<file path="config.mk">
export PLATFORM = sky130hd
export DESIGN_NAME = dfu_download_sequence_checker_core_flat
export DESIGN_NICKNAME = d
export VERILOG_FILES = /design/src/hdl/dfu_dsc_pkg.sv /design/src/hdl/dfu_dsc_if.sv /design/src/hdl/dfu_dsc_cfg_regs.sv /design/src/hdl/dfu_dsc_eval.sv /design/src/hdl/dfu_download_sequence_checker_core.sv /design/src/flat_wrapper.sv
export SDC_FILE = /design/constraint.sdc
export NUM_CORES = 1
export LEC_CHECK = 0
export ABC_AREA = 1
export BUFFER_PORTS_ARGS = -buffer_cell sky130_fd_sc_hd__buf_2
export CELL_PAD_IN_SITES_DETAIL_PLACEMENT = 0
export CELL_PAD_IN_SITES_GLOBAL_PLACEMENT = 1
export CORE_ASPECT_RATIO = 1.1
export CORE_MARGIN = 5
export CORE_UTILIZATION = 40
export CTS_BUF_LIST = sky130_fd_sc_hd__clkbuf_16
export DETAILED_ROUTE_END_ITERATION = 16
export GPL_TIMING_DRIVEN = 0
export PLACE_DENSITY_LB_ADDON = 0.12
export SYNTH_ARGS = -nofsm -noshare
export SYNTH_HDL_FRONTEND = slang
export SYNTH_SLANG_ARGS = --single-unit
export TNS_END_PERCENT = 30
</file>
<file path="constraint.sdc">
create_clock -name clk_i -period 4.2 [get_ports clk_i]
set_clock_uncertainty 0.1 [all_clocks]
set_input_delay 0.42 -clock clk_i [delete_from_list [all_inputs] [get_ports clk_i]]
set_output_delay 0.42 -clock clk_i [all_outputs]
set_load 0.005 [all_outputs]
</file>
<file path="src/hdl/dfu_dsc_pkg.sv">
`timescale 1ns / 1ps
// shared types, codes and constants of the dfu download sequence checker
package dfu_dsc_pkg;

  localparam int unsigned XFER_BYTES_DEF = 4096;

  localparam int unsigned FS_W      = 29;
  localparam int unsigned ADDR_W    = 32;
  localparam int unsigned WORD_W    = 32;
  localparam int unsigned BLK_W     = 16;
  localparam int unsigned LEN_W     = 16;
  localparam int unsigned ALT_W     = 8;
  localparam int unsigned CNT_W     = 32;
  localparam int unsigned CFG_IDX_W = 2;
  localparam int unsigned CFG_DAT_W = 32;
  localparam int unsigned SKIP_W    = 3;

  localparam logic [FS_W-1:0]   FLASH_SIZE_RST = FS_W'(262144);
  localparam logic [ADDR_W-1:0] APP_START_RST  = '0;
  localparam logic [WORD_W-1:0] IMAGE_SIG_RST  = '0;

  // signature word length in bytes
  localparam int unsigned SIG_BYTES = 4;

  typedef enum logic [1:0] {
    REQ_DOWNLOAD = 2'd0,
    REQ_MANIFEST = 2'd1,
    REQ_UPLOAD   = 2'd2,
    REQ_ABORT    = 2'd3
  } req_type_e;

  typedef enum logic [2:0] {
    ST_OK       = 3'd0,
    ST_TARGET   = 3'd1,
    ST_ADDRESS  = 3'd2,
    ST_FILE     = 3'd3,
    ST_NOTDONE  = 3'd4,
    ST_FIRMWARE = 3'd5,
    ST_NONE     = 3'd6
  } status_e;

  typedef enum logic [1:0] {
    MEM_NONE   = 2'd0,
    MEM_WRITE  = 2'd1,
    MEM_READ   = 2'd2,
    MEM_COMMIT = 2'd3
  } mem_op_e;

  typedef enum logic [1:0] {
    IND_UNCHANGED = 2'd0,
    IND_STARTED   = 2'd1,
    IND_FINISHED  = 2'd2
  } indicator_e;

  typedef enum logic [CFG_IDX_W-1:0] {
    CFG_FLASH_SIZE = 2'd0,
    CFG_APP_START  = 2'd1,
    CFG_IMAGE_SIG  = 2'd2
  } cfg_index_e;

  typedef struct packed {
    req_type_e          req_type;
    logic [ALT_W-1:0]   alt_setting;
    logic [BLK_W-1:0]   block_index;
    logic [LEN_W-1:0]   req_length;
    logic [WORD_W-1:0]  first_word;
  } req_t;

  typedef struct packed {
    status_e            status;
    logic               flash_abort;
    logic               invalidate_app;
    mem_op_e            mem_op;
    logic [ADDR_W-1:0]  mem_address;
    logic [LEN_W-1:0]   mem_length;
    logic [SKIP_W-1:0]  source_skip;
    indicator_e         indicator;
    logic               reboot_request;
  } rsp_t;

  typedef struct packed {
    logic [FS_W-1:0]    flash_size;
    logic [ADDR_W-1:0]  app_start;
    logic [WORD_W-1:0]  image_signature;
  } cfg_t;

  typedef struct packed {
    logic               download_started;
    logic               download_failed;
    logic               signature_ok;
    logic [CNT_W-1:0]   bytes_received;
  } session_t;

endpackage

</file>
<file path="src/hdl/dfu_dsc_if.sv">
`timescale 1ns / 1ps
// request, response and configuration channel interfaces
interface dfu_dsc_req_if;
  logic                             valid;
  logic                             ready;
  logic [1:0]                       req_type;
  logic [dfu_dsc_pkg::ALT_W-1:0]    alt_setting;
  logic [dfu_dsc_pkg::BLK_W-1:0]    block_index;
  logic [dfu_dsc_pkg::LEN_W-1:0]    req_length;
  logic [dfu_dsc_pkg::WORD_W-1:0]   first_word;

  modport source (
    output valid, req_type, alt_setting, block_index, req_length, first_word,
    input  ready
  );
  modport sink (
    input  valid, req_type, alt_setting, block_index, req_length, first_word,
    output ready
  );
endinterface

interface dfu_dsc_rsp_if;
  logic                             valid;
  logic                             ready;
  logic [2:0]                       status;
  logic                             flash_abort;
  logic                             invalidate_app;
  logic [1:0]                       mem_op;
  logic [dfu_dsc_pkg::ADDR_W-1:0]   mem_address;
  logic [dfu_dsc_pkg::LEN_W-1:0]    mem_length;
  logic [dfu_dsc_pkg::SKIP_W-1:0]   source_skip;
  logic [1:0]                       indicator;
  logic                             reboot_request;

  modport source (
    output valid, status, flash_abort, invalidate_app, mem_op, mem_address,
           mem_length, source_skip, indicator, reboot_request,
    input  ready
  );
  modport sink (
    input  valid, status, flash_abort, invalidate_app, mem_op, mem_address,
           mem_length, source_skip, indicator, reboot_request,
    output ready
  );
endinterface

interface dfu_dsc_cfg_if;
  logic                                valid;
  logic                                ready;
  logic [dfu_dsc_pkg::CFG_IDX_W-1:0]   index;
  logic [dfu_dsc_pkg::CFG_DAT_W-1:0]   data;

  modport source (output valid, index, data, input ready);
  modport sink (input valid, index, data, output ready);
endinterface

</file>
<file path="src/hdl/dfu_dsc_cfg_regs.sv">
`timescale 1ns / 1ps
// configuration registers: flash size, image start address, image signature
module dfu_dsc_cfg_regs (
  input  logic                clk_i,
  input  logic                rst_ni,
  dfu_dsc_cfg_if.sink         cfg_i,
  output dfu_dsc_pkg::cfg_t   cfg_o
);

  dfu_dsc_pkg::cfg_t cfg_q, cfg_d;
  logic              wr_en;

  assign cfg_i.ready = 1'b1;
  assign wr_en       = cfg_i.valid && cfg_i.ready;

  always_comb begin
    cfg_d = cfg_q;
    if (wr_en) begin
      case (cfg_i.index)
        dfu_dsc_pkg::CFG_FLASH_SIZE: begin
          cfg_d.flash_size = cfg_i.data[dfu_dsc_pkg::FS_W-1:0];
        end
        dfu_dsc_pkg::CFG_APP_START: begin
          cfg_d.app_start = cfg_i.data[dfu_dsc_pkg::ADDR_W-1:0];
        end
        dfu_dsc_pkg::CFG_IMAGE_SIG: begin
          cfg_d.image_signature = cfg_i.data[dfu_dsc_pkg::WORD_W-1:0];
        end
        default: begin
          // writes to unused indexes are dropped
          cfg_d = cfg_q;
        end
      endcase
    end
  end

  always_ff @(posedge clk_i or negedge rst_ni) begin
    if (!rst_ni) begin
      cfg_q.flash_size      <= dfu_dsc_pkg::FLASH_SIZE_RST;
      cfg_q.app_start       <= dfu_dsc_pkg::APP_START_RST;
      cfg_q.image_signature <= dfu_dsc_pkg::IMAGE_SIG_RST;
    end else begin
      cfg_q <= cfg_d;
    end
  end

  assign cfg_o = cfg_q;

endmodule

</file>
<file path="src/hdl/dfu_dsc_eval.sv">
`timescale 1ns / 1ps
// session state and the combinational evaluation of one request
module dfu_dsc_eval #(
  parameter int unsigned XFER_BYTES = dfu_dsc_pkg::XFER_BYTES_DEF
) (
  input  logic                  clk_i,
  input  logic                  rst_ni,
  input  logic                  step_i,
  input  dfu_dsc_pkg::req_t     req_i,
  input  dfu_dsc_pkg::cfg_t     cfg_i,
  output dfu_dsc_pkg::rsp_t     rsp_o
);

  localparam int unsigned OfsW = dfu_dsc_pkg::BLK_W + $clog2(XFER_BYTES + 1);
  localparam int unsigned CmpW = (OfsW > dfu_dsc_pkg::CNT_W) ? OfsW + 1
                                                             : dfu_dsc_pkg::CNT_W + 1;
  localparam int unsigned LenW = dfu_dsc_pkg::LEN_W;

  dfu_dsc_pkg::session_t sess_q, sess_d, base;

  logic [OfsW-1:0] offset;
  logic [CmpW-1:0] off_x, fs_x, len_x, rcv_x, room;
  logic            blk_zero, alt_bad, off_past_fs, addr_bad;
  logic [LenW-1:0] up_len;

  assign offset   = OfsW'(req_i.block_index) * OfsW'(XFER_BYTES);
  assign off_x    = CmpW'(offset);
  assign fs_x     = CmpW'(cfg_i.flash_size);
  assign len_x    = CmpW'(req_i.req_length);
  assign blk_zero = (req_i.block_index == '0);
  assign alt_bad  = (req_i.alt_setting != '0);

  // block 0 restarts the session before the address, file and order checks
  always_comb begin
    base = sess_q;
    if (blk_zero) begin
      base = '0;
    end
  end

  assign rcv_x       = CmpW'(base.bytes_received);
  assign off_past_fs = off_x > fs_x;
  assign room        = fs_x - off_x;
  assign addr_bad    = (off_x != rcv_x) || (req_i.req_length == '0) || off_past_fs
                       || (len_x > room);
  assign up_len      = (room < len_x) ? room[LenW-1:0] : req_i.req_length;

  always_comb begin
    rsp_o  = '0;
    sess_d = sess_q;
    case (req_i.req_type)
      dfu_dsc_pkg::REQ_DOWNLOAD: begin
        if (alt_bad) begin
          sess_d.download_failed = 1'b1;
          rsp_o.status           = dfu_dsc_pkg::ST_TARGET;
          rsp_o.flash_abort      = 1'b1;
          rsp_o.indicator        = dfu_dsc_pkg::IND_FINISHED;
        end else begin
          sess_d            = base;
          rsp_o.flash_abort = blk_zero;
          if (addr_bad || (blk_zero && ((req_i.req_length < LenW'(dfu_dsc_pkg::SIG_BYTES))
              || (req_i.first_word != cfg_i.image_signature)))
              || (!blk_zero && !base.download_started)) begin
            sess_d.download_failed = 1'b1;
            rsp_o.flash_abort      = 1'b1;
            rsp_o.indicator        = dfu_dsc_pkg::IND_FINISHED;
            if (addr_bad) begin
              rsp_o.status = dfu_dsc_pkg::ST_ADDRESS;
            end else if (blk_zero) begin
              rsp_o.status = dfu_dsc_pkg::ST_FILE;
            end else begin
              rsp_o.status = dfu_dsc_pkg::ST_NOTDONE;
            end
          end else if (blk_zero) begin
            sess_d.download_started = 1'b1;
            sess_d.signature_ok     = 1'b1;
            sess_d.bytes_received   = dfu_dsc_pkg::CNT_W'(req_i.req_length);
            rsp_o.invalidate_app    = 1'b1;
            rsp_o.mem_op            = dfu_dsc_pkg::MEM_WRITE;
            rsp_o.mem_address       = cfg_i.app_start
                                      + dfu_dsc_pkg::ADDR_W'(dfu_dsc_pkg::SIG_BYTES);
            rsp_o.mem_length        = req_i.req_length - LenW'(dfu_dsc_pkg::SIG_BYTES);
            rsp_o.source_skip       = dfu_dsc_pkg::SKIP_W'(dfu_dsc_pkg::SIG_BYTES);
            rsp_o.indicator         = dfu_dsc_pkg::IND_STARTED;
          end else begin
            sess_d.bytes_received = base.bytes_received
                                    + dfu_dsc_pkg::CNT_W'(req_i.req_length);
            rsp_o.mem_op          = dfu_dsc_pkg::MEM_WRITE;
            rsp_o.mem_address     = cfg_i.app_start + dfu_dsc_pkg::ADDR_W'(offset);
            rsp_o.mem_length      = req_i.req_length;
          end
        end
      end
      dfu_dsc_pkg::REQ_MANIFEST: begin
        if (alt_bad || !sess_q.download_started || sess_q.download_failed
            || !sess_q.signature_ok
            || (sess_q.bytes_received <= dfu_dsc_pkg::CNT_W'(dfu_dsc_pkg::SIG_BYTES))) begin
          sess_d.download_failed = 1'b1;
          rsp_o.status           = dfu_dsc_pkg::ST_FIRMWARE;
          rsp_o.flash_abort      = 1'b1;
          rsp_o.indicator        = dfu_dsc_pkg::IND_FINISHED;
        end else begin
          rsp_o.mem_op         = dfu_dsc_pkg::MEM_COMMIT;
          rsp_o.mem_address    = cfg_i.app_start;
          rsp_o.mem_length     = LenW'(dfu_dsc_pkg::SIG_BYTES);
          rsp_o.indicator      = dfu_dsc_pkg::IND_FINISHED;
          rsp_o.reboot_request = 1'b1;
        end
      end
      dfu_dsc_pkg::REQ_UPLOAD: begin
        rsp_o.status = dfu_dsc_pkg::ST_NONE;
        // zero length reply ends the upload
        if (!alt_bad && (off_x < fs_x)) begin
          rsp_o.mem_op      = dfu_dsc_pkg::MEM_READ;
          rsp_o.mem_address = cfg_i.app_start + dfu_dsc_pkg::ADDR_W'(offset);
          rsp_o.mem_length  = up_len;
        end
      end
      dfu_dsc_pkg::REQ_ABORT: begin
        rsp_o.status      = dfu_dsc_pkg::ST_NONE;
        rsp_o.flash_abort = 1'b1;
        rsp_o.indicator   = dfu_dsc_pkg::IND_FINISHED;
        sess_d            = '0;
      end
      default: begin
        rsp_o  = '0;
        sess_d = sess_q;
      end
    endcase
  end

  always_ff @(posedge clk_i or negedge rst_ni) begin
    if (!rst_ni) begin
      sess_q <= '0;
    end else if (step_i) begin
      sess_q <= sess_d;
    end
  end

endmodule

</file>
<file path="src/hdl/dfu_download_sequence_checker_core.sv">
`timescale 1ns / 1ps
// Top level of the DFU download sequence checker. Each accepted request yields
// exactly one response, and a new request can be accepted every cycle while the
// response path keeps up: the block sustains one request per clock. A request
// lands in an input register, is evaluated against the session state and the
// configuration in combinational logic, and its response is held in a result
// register, so a response is offered once its request has passed through the
// input register and the result register, later if a stalled response blocks it.
// That input register and result register around the single evaluation stage
// set the latency; a stalled response holds both stages and drops ready only
// when both are full. Configuration writes are taken every cycle and should be
// made while no request is in flight.
module dfu_download_sequence_checker_core #(
  parameter int unsigned XFER_BYTES = dfu_dsc_pkg::XFER_BYTES_DEF
) (
  input  logic          clk_i,
  input  logic          rst_ni,
  dfu_dsc_req_if.sink   req_i,
  dfu_dsc_rsp_if.source rsp_o,
  dfu_dsc_cfg_if.sink   cfg_i
);

  dfu_dsc_pkg::cfg_t cfg;
  dfu_dsc_pkg::req_t req_q, req_in;
  dfu_dsc_pkg::rsp_t rsp_q, rsp_d;
  logic              in_valid_q, out_valid_q;
  logic              advance, in_xfer;

  dfu_dsc_cfg_regs u_cfg_regs (
    .clk_i  (clk_i),
    .rst_ni (rst_ni),
    .cfg_i  (cfg_i),
    .cfg_o  (cfg)
  );

  assign advance     = in_valid_q && (!out_valid_q || rsp_o.ready);
  assign req_i.ready = !in_valid_q || advance;
  assign in_xfer     = req_i.valid && req_i.ready;

  assign req_in.req_type    = dfu_dsc_pkg::req_type_e'(req_i.req_type);
  assign req_in.alt_setting = req_i.alt_setting;
  assign req_in.block_index = req_i.block_index;
  assign req_in.req_length  = req_i.req_length;
  assign req_in.first_word  = req_i.first_word;

  always_ff @(posedge clk_i or negedge rst_ni) begin
    if (!rst_ni) begin
      in_valid_q <= 1'b0;
    end else if (req_i.ready) begin
      in_valid_q <= req_i.valid;
    end
  end

  always_ff @(posedge clk_i) begin
    if (in_xfer) begin
      req_q <= req_in;
    end
  end

  dfu_dsc_eval #(
    .XFER_BYTES (XFER_BYTES)
  ) u_eval (
    .clk_i  (clk_i),
    .rst_ni (rst_ni),
    .step_i (advance),
    .req_i  (req_q),
    .cfg_i  (cfg),
    .rsp_o  (rsp_d)
  );

  always_ff @(posedge clk_i or negedge rst_ni) begin
    if (!rst_ni) begin
      out_valid_q <= 1'b0;
    end else if (advance) begin
      out_valid_q <= 1'b1;
    end else if (rsp_o.ready) begin
      out_valid_q <= 1'b0;
    end
  end

  always_ff @(posedge clk_i) begin
    if (advance) begin
      rsp_q <= rsp_d;
    end
  end

  assign rsp_o.valid          = out_valid_q;
  assign rsp_o.status         = rsp_q.status;
  assign rsp_o.flash_abort    = rsp_q.flash_abort;
  assign rsp_o.invalidate_app = rsp_q.invalidate_app;
  assign rsp_o.mem_op         = rsp_q.mem_op;
  assign rsp_o.mem_address    = rsp_q.mem_address;
  assign rsp_o.mem_length     = rsp_q.mem_length;
  assign rsp_o.source_skip    = rsp_q.source_skip;
  assign rsp_o.indicator      = rsp_q.indicator;
  assign rsp_o.reboot_request = rsp_q.reboot_request;

endmodule

</file>
<file path="src/flat_wrapper.sv">
// flat-port wrapper written by rule: the top's interface ports become plain ports
module dfu_download_sequence_checker_core_flat 
#(
  parameter int unsigned XFER_BYTES = dfu_dsc_pkg::XFER_BYTES_DEF
)
  (clk_i, rst_ni, req_i_valid, req_i_req_type, req_i_alt_setting, req_i_block_index, req_i_req_length, req_i_first_word, req_i_ready, rsp_o_valid, rsp_o_status, rsp_o_flash_abort, rsp_o_invalidate_app, rsp_o_mem_op, rsp_o_mem_address, rsp_o_mem_length, rsp_o_source_skip, rsp_o_indicator, rsp_o_reboot_request, rsp_o_ready, cfg_i_valid, cfg_i_index, cfg_i_data, cfg_i_ready);
  dfu_dsc_req_if req_i_i ();
  dfu_dsc_rsp_if rsp_o_i ();
  dfu_dsc_cfg_if cfg_i_i ();
  input  logic clk_i;
  input  logic rst_ni;
  input wire logic [$bits(req_i_i.valid)-1:0] req_i_valid;
  input wire logic [$bits(req_i_i.req_type)-1:0] req_i_req_type;
  input wire logic [$bits(req_i_i.alt_setting)-1:0] req_i_alt_setting;
  input wire logic [$bits(req_i_i.block_index)-1:0] req_i_block_index;
  input wire logic [$bits(req_i_i.req_length)-1:0] req_i_req_length;
  input wire logic [$bits(req_i_i.first_word)-1:0] req_i_first_word;
  output wire logic [$bits(req_i_i.ready)-1:0] req_i_ready;
  output wire logic [$bits(rsp_o_i.valid)-1:0] rsp_o_valid;
  output wire logic [$bits(rsp_o_i.status)-1:0] rsp_o_status;
  output wire logic [$bits(rsp_o_i.flash_abort)-1:0] rsp_o_flash_abort;
  output wire logic [$bits(rsp_o_i.invalidate_app)-1:0] rsp_o_invalidate_app;
  output wire logic [$bits(rsp_o_i.mem_op)-1:0] rsp_o_mem_op;
  output wire logic [$bits(rsp_o_i.mem_address)-1:0] rsp_o_mem_address;
  output wire logic [$bits(rsp_o_i.mem_length)-1:0] rsp_o_mem_length;
  output wire logic [$bits(rsp_o_i.source_skip)-1:0] rsp_o_source_skip;
  output wire logic [$bits(rsp_o_i.indicator)-1:0] rsp_o_indicator;
  output wire logic [$bits(rsp_o_i.reboot_request)-1:0] rsp_o_reboot_request;
  input wire logic [$bits(rsp_o_i.ready)-1:0] rsp_o_ready;
  input wire logic [$bits(cfg_i_i.valid)-1:0] cfg_i_valid;
  input wire logic [$bits(cfg_i_i.index)-1:0] cfg_i_index;
  input wire logic [$bits(cfg_i_i.data)-1:0] cfg_i_data;
  output wire logic [$bits(cfg_i_i.ready)-1:0] cfg_i_ready;
  assign req_i_i.valid = req_i_valid;
  assign req_i_i.req_type = req_i_req_type;
  assign req_i_i.alt_setting = req_i_alt_setting;
  assign req_i_i.block_index = req_i_block_index;
  assign req_i_i.req_length = req_i_req_length;
  assign req_i_i.first_word = req_i_first_word;
  assign req_i_ready = req_i_i.ready;
  assign rsp_o_valid = rsp_o_i.valid;
  assign rsp_o_status = rsp_o_i.status;
  assign rsp_o_flash_abort = rsp_o_i.flash_abort;
  assign rsp_o_invalidate_app = rsp_o_i.invalidate_app;
  assign rsp_o_mem_op = rsp_o_i.mem_op;
  assign rsp_o_mem_address = rsp_o_i.mem_address;
  assign rsp_o_mem_length = rsp_o_i.mem_length;
  assign rsp_o_source_skip = rsp_o_i.source_skip;
  assign rsp_o_indicator = rsp_o_i.indicator;
  assign rsp_o_reboot_request = rsp_o_i.reboot_request;
  assign rsp_o_i.ready = rsp_o_ready;
  assign cfg_i_i.valid = cfg_i_valid;
  assign cfg_i_i.index = cfg_i_index;
  assign cfg_i_i.data = cfg_i_data;
  assign cfg_i_ready = cfg_i_i.ready;
  dfu_download_sequence_checker_core #(.XFER_BYTES(XFER_BYTES)) u_core (.clk_i(clk_i), .rst_ni(rst_ni), .req_i(req_i_i), .rsp_o(rsp_o_i), .cfg_i(cfg_i_i));
endmodule
</file>
==> summary.txt <==
Synth
  • EDFF count, synth: 132
  • Post-synthesis mux area share: 0%
  • Syn Area/Cell: 7.88 sq um
  • Largest family of logic cells by synthesized area: simple AND/OR/NAND/NOR gates
  • Post-Synth Adder-Cell Area: 5.58%
  • Post-synthesis compound-gate area fraction: 10.9%
  • Post-Syn Area: 15900 sq um
  • Mapped Cells: 2015
  • YS warnings: 0
  • XOR/XNOR share of the synthesized area: 5.18%
  • Unique cell type count in the Yosys netlist: 50
  • Most used flip-flop cell after synthesis: edfxtp_1
  • Simple-gate share of the synthesized area: 25.4%
  • Register area share after synthesis: 45.4%
  • Seq cells post-synth: 262
  • Asr flop ratio synth: 49.6%

Setup path
  • FF-to-FF path depth: 24
  • Crit Path Category: reg -> reg
  • Crit end category: register
  • RR Endpoint: u_core.u_eval.sess_q[14]
  • Reg2reg start: u_core.req_q[48]
  • Critical path required time: 4.57 ns
  • Critical-path maximum fanout: 10
  • CP Launch Type: register
  • Critical Path AT: 4.32 ns
  • Crit path from: u_core.req_q[48]
  • R2r setup slk: 0.24 ns

Routing
  • Via count: 14689
  • Post-route DRC: 0
  • Drt wl/cell: 19.3 um
  • Router iterations before antenna repair: 7
  • Post-Route WL: 55000 um
  • Vias per inst: 5.16
  • Routed Antenna Nets: 0
  • Initial drt markers: 941

Global routing
  • Largest net degree at the start of global routing: 96
  • First-pass GRT wire length: 83600 um
  • Vias in the first global route: 14790
  • Overflow after GRT: 0
  • All-layer global routing usage: 24.9%
  • Antenna violations before repair: 0

Cells and area
  • Antenna Cells: 0
  • Post-route cell area: 19400 sq um
  • Layout Cells excl Fill: 2849
  • Fin nets: 2500
  • Share of cells above drive strength 1: 12.3%
  • Area growth syn-to-layout: 22.2%
  • Final core utilization: 49.6%

STA
  • WHS: 0.0201 ns
  • Final period util: 94.2%
  • Final hold violation count: 0
  • Worst slew margin: 41.8%
  • Slew @ Worst Pin: 0.865 ns
  • Crit path time final: 3.96 ns
  • Peak Freq: 0.253 GHz
  • Finish-stage setup viols: 0
  • Max-slew violations: 0
  • Unrepaired setup endpoints after global routing: false
  • Setup TNS: 0 ns

Clock network
  • Root Driver: clkbuf_16
  • Htree depth: 1
  • Clock Path Buffers: 3
  • CTS tree: done
  • Reg clk slew, reported paths: 0.07 ns
  • Insertion delay to the later sink of the worst-skew pair: 0.59 ns
  • CTS buffer count: 30
  • Clk sinks: 262

Die
  • Effective utilization at floorplan: 40.5%
  • Die X: 200 um
  • I/O Pins: 177
  • Die area: 43800 sq um
  • Die height: 219 um
  • # rows: 76
  • Core ar.: 39200 sq um

Worst hold path
  • Hold path cells: 3
  • WHS Endpoint: u_core.u_cfg_regs.cfg_o[82]
  • Critical hold path startpoint: cfg_i_data[18]
  • Worst min path class: in -> reg

Flow run
  • Max-Cap Viols: 0

Placement
  • Detail Placement HPWL: 43100 um
  • Dpl cell area: 17500 sq um
  • Final GP Congestion: 0.954
  • IO Port Bufs: 173
  • Cells after DPL: 2699

Pwr
  • PD cells: 375 nW/um^2
  • Lkg Pwr: 0.00941 uW
  • VDD IR max: 0.338 mV

Run status
  • Outcome: complete, no violations
placed cells by master, fill, tap and decap left out, types with 4 or more instances in the layout:
cell type        n
a22oi_1         15
clkinv_2         6
xnor2_1         33
buf_2          181
inv_1          247
nand3_1        101
dfrtp_1        129
dlygate4sd3_1   77
ha_1            66
nand4_1         49
nand2_1        596
buf_4           24
a21boi_0         5
o21ai_1         28
a21oi_1         67
xor2_1          61
clkinv_1         6
clkbuf_1        39
nor4_1          15
nor3_1          24
nor3_2           4
o211ai_1         5
buf_6            5
o22ai_1         10
edfxtp_1       132
clkbuf_16       30
o21bai_1         4
nor2_1         146
o21ai_0        167
stage by stage:
stage | setup WS, ns | power, uW
4_1_cts | -0.00899 | 7340
5_1_grt | 0.00144 | 7700
6_report | 0.243 | 7280
3_5_place_dp | -1.18 | 4730
2_1_floorplan | 0.627 | 4180
3_3_place_gp | -1.19 | 4700
sequential cells by signal (all words and copies together), names as in the netlist:
| signal | cells |
|---|---|
| u_core.rsp_o.reboot_request | 1 |
| u_core.rsp_o.status | 3 |
| u_core.u_eval.sess_q | 35 |
| u_core.u_cfg_regs.cfg_o | 93 |
| u_core.in_valid_q | 1 |
| u_core.rsp_o.source_skip | 1 |
| u_core.rsp_o.flash_abort | 1 |
| u_core.rsp_o.mem_address | 32 |
| u_core.rsp_o.valid | 1 |
| u_core.rsp_o.mem_op | 2 |
| u_core.rsp_o.mem_length | 16 |
| u_core.req_q | 74 |
| u_core.rsp_o.indicator | 2 |
cells by family (layout without fill, tap and decap cells):
| logic type | Yosys count | after routing |
|---|---|---|
| AOI/OAI and AO/OA | 321 | 321 |
| xor gates and xnor gates | 94 | 94 |
| buffers and inverters | 307 | 633 |
| other | 2 | 3 |
| and+or+nand+nor | 960 | 960 |
| DFF | 262 | 262 |
| adders and majority gates | 69 | 69 |
worst max path at each step:
stage | endpoint | cells after the start
global placement | u_core.u_eval.sess_q[14] | 24
finish | u_core.u_eval.sess_q[14] | 24
detailed placement | u_core.u_eval.sess_q[14] | 24
CTS | u_core.u_eval.sess_q[22] | 22
floorplan | u_core.u_eval.sess_q[14] | 24
global route | u_core.u_eval.sess_q[23] | 24
cells in the mapped netlist, types with 4 or more instances:
| cell type | instances | area share (%) |
|---|---|---|
| buf_2 | 10 | 0.32 |
| o22ai_1 | 10 | 0.39 |
| nand4_1 | 49 | 1.9 |
| a22oi_1 | 15 | 0.71 |
| xor2_1 | 61 | 3.4 |
| buf_4 | 6 | 0.28 |
| inv_1 | 240 | 5.7 |
| buf_1 | 4 | 0.094 |
| nor3_1 | 26 | 0.82 |
| clkbuf_1 | 43 | 1.0 |
| dfrtp_1 | 129 | 20 |
| nand3_1 | 103 | 3.2 |
| nor2_1 | 147 | 3.5 |
| a21boi_0 | 6 | 0.28 |
| nand2_1 | 597 | 14 |
| ha_1 | 66 | 5.2 |
| o21ai_0 | 171 | 5.4 |
| a21oi_1 | 71 | 2.2 |
| nor4_1 | 15 | 0.59 |
| edfxtp_1 | 132 | 25 |
| o21ai_1 | 27 | 0.85 |
| o21bai_1 | 4 | 0.19 |
| xnor2_1 | 33 | 1.8 |
| o211ai_1 | 5 | 0.24 |
worst max-delay path, cell delays in order (launching register included):
cell and delay, ns:
edfxtp_1 0.47, nor2_2 0.20, nand2_1 0.07, nor2_1 0.12, nand2_1 0.10, buf_4 0.21, buf_6 0.19, buf_6 0.17
nand2_1 0.09, inv_1 0.05, ha_1 0.20, fa_1 0.40, nand2_1 0.07, inv_1 0.06, o21ai_1 0.17, nand2_2 0.15
a21oi_4 0.19, o21ai_2 0.13, a21oi_2 0.16, xor2_1 0.17, nand2_1 0.06, o21ai_0 0.10, nand2_1 0.08, nand4_1 0.07
nand2_1 0.07
final cells by class:
| type | count | area [sq um] |
|---|---|---|
| Clock buffer | 30 | 751 |
| Sequential cell | 262 | 7220 |
| Timing Repair Buffer | 270 | 1850 |
| Multi-Input combinational cell | 1447 | 7550 |
| Clock inverter | 26 | 186 |
| Fill cell | 3897 | 19800 |
| Inverter | 244 | 918 |
| Tap cell | 507 | 634 |
| Buffer | 63 | 305 |
report_power, final:
group          switching [uW]  internal (uW)  leakage [uW]
Combinational             931            589       0.00596
Sequential                245           3000       0.00296
Clock                    1100           1420      0.000487
metal layers:
layer	track usage [%]	vias up	share of wire, %
li1	-	7276	-
met1	31.6	6913	42
met2	44.0	410	50
met3	3.49	90	5.2
met4	7.20	0	2.9
met5	0	-	0
repair_timing:
action	4_1_cts	5_1_grt
endpoints found under the hold margin	111	0
setup buffers	4	13
pin swaps	1	1
endpoints found under the setup margin	38	68
resized for setup	24	20
hold buffers	77	0
(Power assumes the default switching activity.)
